<file path="src/hdl/qrm_pkg.sv">
// Shared types and constants for the quaternion to rotation matrix block.
// No dependencies.
package qrm_pkg;

   localparam int QW    = 24;      // quaternion component width
   localparam int PW    = 48;      // product width
   localparam int NW    = 50;      // signed numerator / norm sum width
   localparam int MW    = 49;      // magnitude and divisor width
   localparam int RW    = 50;      // partial remainder width
   localparam int OW    = 16;      // matrix entry width
   localparam int QB    = 16;      // quotient bits
   localparam int LANES = 9;       // matrix entries

   localparam logic [OW-1:0] ONE_Q14 = 16'd16384;

   typedef struct packed {
      logic signed [QW-1:0] quat_w;
      logic signed [QW-1:0] quat_x;
      logic signed [QW-1:0] quat_y;
      logic signed [QW-1:0] quat_z;
   } req_type;

   typedef struct packed {
      logic signed [OW-1:0] m00;
      logic signed [OW-1:0] m01;
      logic signed [OW-1:0] m02;
      logic signed [OW-1:0] m10;
      logic signed [OW-1:0] m11;
      logic signed [OW-1:0] m12;
      logic signed [OW-1:0] m20;
      logic signed [OW-1:0] m21;
      logic signed [OW-1:0] m22;
      logic                 degenerate;
   } rsp_type;

   // One divider stage: nine lanes sharing the squared norm as divisor
   typedef struct packed {
      logic                        valid;
      logic                        degen;
      logic [MW-1:0]               den;
      logic [LANES-1:0][RW-1:0]    rem;
      logic [LANES-1:0][QB-1:0]    quo;
      logic [LANES-1:0]            neg;
   } div_type;

endpackage

</file>
<file path="src/hdl/qrm_round.sv">
// Output stage: round, saturate, restore sign, identity for a zero quaternion.
// Depends on qrm_pkg.
module qrm_round (
   input  logic             clock,
   input  logic             reset,
   input  logic             advance,
   input  qrm_pkg::div_type in_div,
   output logic             out_valid,
   output qrm_pkg::rsp_type out_data
);

   logic             valid_ff;
   qrm_pkg::rsp_type rsp_ff, rsp_in;
   logic [qrm_pkg::OW-1:0] ent [qrm_pkg::LANES];

   // Round half away from zero on the magnitude, then clamp
   always_comb begin
      logic [qrm_pkg::QB:0]   inc;
      logic [qrm_pkg::OW-1:0] mag;
      for (int i = 0; i < qrm_pkg::LANES; i++) begin
         inc = {1'b0, in_div.quo[i]} + 1'b1;
         mag = inc[qrm_pkg::QB:1];
         if (mag > qrm_pkg::ONE_Q14) mag = qrm_pkg::ONE_Q14;
         if (in_div.degen) ent[i] = (i % 4 == 0) ? qrm_pkg::ONE_Q14 : '0;
         else              ent[i] = in_div.neg[i] ? -mag : mag;
      end
   end

   always_comb begin
      rsp_in.m00        = ent[0];
      rsp_in.m01        = ent[1];
      rsp_in.m02        = ent[2];
      rsp_in.m10        = ent[3];
      rsp_in.m11        = ent[4];
      rsp_in.m12        = ent[5];
      rsp_in.m20        = ent[6];
      rsp_in.m21        = ent[7];
      rsp_in.m22        = ent[8];
      rsp_in.degenerate = in_div.degen;
   end

   always_ff @(posedge clock) begin
      if (reset) begin
         valid_ff <= 1'b0;
      end else if (advance) begin
         valid_ff <= in_div.valid;
      end
   end

   always_ff @(posedge clock) begin
      if (advance) begin
         rsp_ff <= rsp_in;
      end
   end

   assign out_valid = valid_ff;
   assign out_data  = rsp_ff;

endmodule

</file>
<file path="config.mk">
export PLATFORM = sky130hd
export DESIGN_NAME = qrm_round
export DESIGN_NICKNAME = d
export VERILOG_FILES = /design/src/hdl/qrm_pkg.sv /design/src/hdl/qrm_round.sv
export SDC_FILE = /design/constraint.sdc
export NUM_CORES = 1
export LEC_CHECK = 0
export BUFFER_PORTS_ARGS = -buffer_cell sky130_fd_sc_hd__buf_2
export CORE_AREA = 2 2 313 315
export DETAILED_ROUTE_END_ITERATION = 7
export DIE_AREA = 0 0 315 317
export GPL_ROUTABILITY_DRIVEN = 0
export GPL_TIMING_DRIVEN = 0
export HOLD_SLACK_MARGIN = 0.02
export PLACE_DENSITY = 0.43
export SYNTH_ARGS = -nofsm -noshare
export SYNTH_HDL_FRONTEND = slang
export SYNTH_SLANG_ARGS = --single-unit
</file>
<file path="constraint.sdc">
create_clock -name clock -period 8.7 [get_ports clock]
set_clock_uncertainty 0.2 [all_clocks]
set_input_delay 0.87 -clock clock [delete_from_list [all_inputs] [get_ports clock]]
set_output_delay 0.87 -clock clock [all_outputs]
set_load 0.005 [all_outputs]
</file>
==> impl_metrics.env <==
export IMPL_status="finished clean"
export IMPL_cts_setup_buffers=0
export IMPL_insertion_delay_ns=0.49
export IMPL_root_buffer="clkbuf_16"
export IMPL_vdd_ir_drop_max_mv=0.1376
export IMPL_detail_route_antenna_nets=0
export IMPL_io_pins=803
export IMPL_synth_main_ff_cell="edfxtp_1"
export IMPL_netSwitchingFraction_pct=35.68
export IMPL_multi_input_area_um2=8661
export IMPL_coreArea_um2=96280
export IMPL_clock_sinks=146
export IMPL_clkPwrFrac_pct=36.4
export IMPL_postSynthAreaPerCell_um2=8.105
export IMPL_die_height_um=317
export IMPL_ys_seq_area_share_pct=32.33
export IMPL_cts_buffer_depth=2
export IMPL_path_delay_family="simple AND/OR/NAND/NOR gates"
export IMPL_stdcell_count=3249
export IMPL_die_area_um2=99860
export IMPL_worstPathMaxFanout=10
export IMPL_syn_area_um2=13530
export IMPL_vias=13924
export IMPL_drc=0
export IMPL_synth_async_reset_ratio_pct=0
export IMPL_antenna_found_initial=32
export IMPL_tightest_slew_ns=1.329
export IMPL_area_growth_pct=26.75
export IMPL_dp_hpwl_um=50610
export IMPL_drt_iter0_markers=879
export IMPL_yosysTopAreaCell="edfxtp_1"
export IMPL_p_switching_uw=811.4
export IMPL_p_seq_share_pct=38.0
export IMPL_yosysTopAreaCellShare_pct=32.19
export IMPL_synth_edff_count=145
export IMPL_fin_nets=2631
export IMPL_cts_made_buffers=17
export IMPL_slew_headroom_pct=11.43
export IMPL_drt_wirelength_per_cell_um=19.37
export IMPL_critPathBufInv=2
export IMPL_setup_viol=0
export IMPL_ctsResizeCount=0
export IMPL_yosys_top_cells_area="edfxtp_1 32%, xnor2_1 7.1%, nand2_1 4.9%"
export IMPL_n_fill_cell=10908
export IMPL_path_cells="clkbuf_1 -> nand4_1 -> nor4_2 -> nand3_1 -> mux2i_1 -> a41oi_1 -> clkbuf_1 -> nand2b_1 -> ha_1 -> nand2b_1 -> nor2_1 -> a2111oi_0"
export IMPL_tritoncts="yes"
export IMPL_yosys_warnings=0
export IMPL_arrival_ns=4.98
export IMPL_fp_dieW_um=315
export IMPL_port_buffers=265
export IMPL_critPathLaunchType="primary input"
export IMPL_avgViaCountPerCell=4.286
export IMPL_start_util_pct=14.05
export IMPL_groute_usage_overall_pct=12.37
export IMPL_p_int_uw=1463
export IMPL_regToRegSetupSlack_ns=7.91
export IMPL_grt_max_degree=102
export IMPL_grt_pass1_wl_um=89470
export IMPL_slowest_delay_ns=0.80
export IMPL_grt_setup_unrepaired="no"
export IMPL_grt_overflow=0
export IMPL_clk_pin_slew_ns=0.07
export IMPL_whs_ns=0.3094
export IMPL_postCtsHoldBufs=0
export IMPL_drive_gt1_share_pct=18.64
export IMPL_placed_cells=3213
export IMPL_critPathKind="in -> reg"
export IMPL_synth_commonest_cells="176 x nand2_1, 154 x nor2_1, 145 x edfxtp_1"
export IMPL_syn_instance_count=1669
export IMPL_synth_nets=2344
export IMPL_maxCapViolations=0
export IMPL_powerDensity_nw_per_um2=132.6
export IMPL_end_kind="flop"
export IMPL_synth_most_common_cell="nand2_1"
export IMPL_fin_crit_ns=5.020
export IMPL_maxSlewViolCount=0
export IMPL_hold_viol=0
export IMPL_netlist_cell_type_count=87
export IMPL_combPwrFrac_pct=25.6
export IMPL_firstDrtPassIters=7
export IMPL_cpMaxStageDelayCell="a2111oi_0"
export IMPL_timing_fmax_mhz=199.2
export IMPL_hp_class="reg -> reg"
export IMPL_crit_required_ns=8.66
export IMPL_rows=114
export IMPL_ys_seq_elements=146
export IMPL_regArea_um2=4374
export IMPL_grt_pass1_vias=13178
export IMPL_leakagePower_uw=0.005905
export IMPL_finalSetupTns_ns=0
export IMPL_drt_total_wl_um=62930
export IMPL_htreeDepth=4
export IMPL_fin_crit_sh_pct=57.70
## state kept, by name (all words and copies together), names as in the netlist
register,cells
out_data,145
out_valid,1
## layout by cell type, fill, tap and decap left out, drive strengths merged, types with 34 or more instances in the layout
cell type,instances
buf,289
inv,39
nand3,109
clkbuf,89
edfxtp,145
and3,52
nand4,48
a31oi,34
xor2,67
nor2,154
nor3,75
o21ai,94
nand2,176
xnor2,109
a21oi,84
## routing by layer
metal	wire, um	vias to the layer above	global-route usage [%]
li1	-	6851	-
met1	25990	6616	14.42
met2	28850	325	19.83
met3	5557	92	5.478
met4	2291	40	4.903
met5	246	-	0
## stage by stage
step	total power [uW]	instance area, um2	setup WS [ns]	utilization (%)
after CTS	2329	17140	3.834	17.80
after floorplan	1179	13530	4.196	-
after global routing	2406	17140	3.536	17.80
after detailed placement	1470	16520	3.296	17.16
after global placement	1474	16450	3.029	17.09
final	2274	17150	3.680	17.81
## power groups by stage
| stage | clock network [uW] | registers (uW) | logic, uW |
|---|---|---|---|
| after floorplan | 0 | 884 | 296 |
| after global placement | 0 | 883 | 591 |
| after detailed placement | 0 | 879 | 591 |
| after CTS | 869 | 865 | 594 |
| after global routing | 888 | 870 | 649 |
| final | 828 | 864 | 582 |
## cells by family (layout without fill, tap and decap cells)
| kind of cell | after synthesis | after routing | synth area share [%] |
|---|---|---|---|
| flip-flops | 146 | 146 | 32.33 |
| XOR/XNOR | 176 | 176 | 11.39 |
| other | 0 | 4 | 0 |
| buffers and inverters | 125 | 425 | 3.644 |
| AND/OR/NAND/NOR | 795 | 795 | 29.95 |
| AO/OA/AOI/OAI | 374 | 374 | 18.29 |
| multiplexers | 35 | 35 | 2.719 |
| adder cells (fa/ha/maj) | 18 | 18 | 1.665 |
## layout make-up
class                   count  share of cell area, %
flip-flops and latches    146                  25.51
plain buffers              93                  2.204
repair buffers            268                  8.129
diodes                      4                0.05838
inverters                  32                 0.7005
well taps                1276                  9.311
clock inverters            15                  1.095
multi-input cells        1398                  50.51
clock buffers              17                  2.481
## worst reg2reg max path: stages (launching register included)
cell and delay [ns]:
dfxtp_1 0.32, mux2i_1 0.12, nor2_1 0.05
## worst paths after layout
check / depth (start not counted) / startpoint / endpoint
max reg2reg: 2 / out_valid / out_valid
min reg2reg: 2 / out_valid / out_valid
min: 2 / out_valid / out_valid
max: 12 / in_div[107] / out_data[47]
Power figures use the tool's default switching activity.
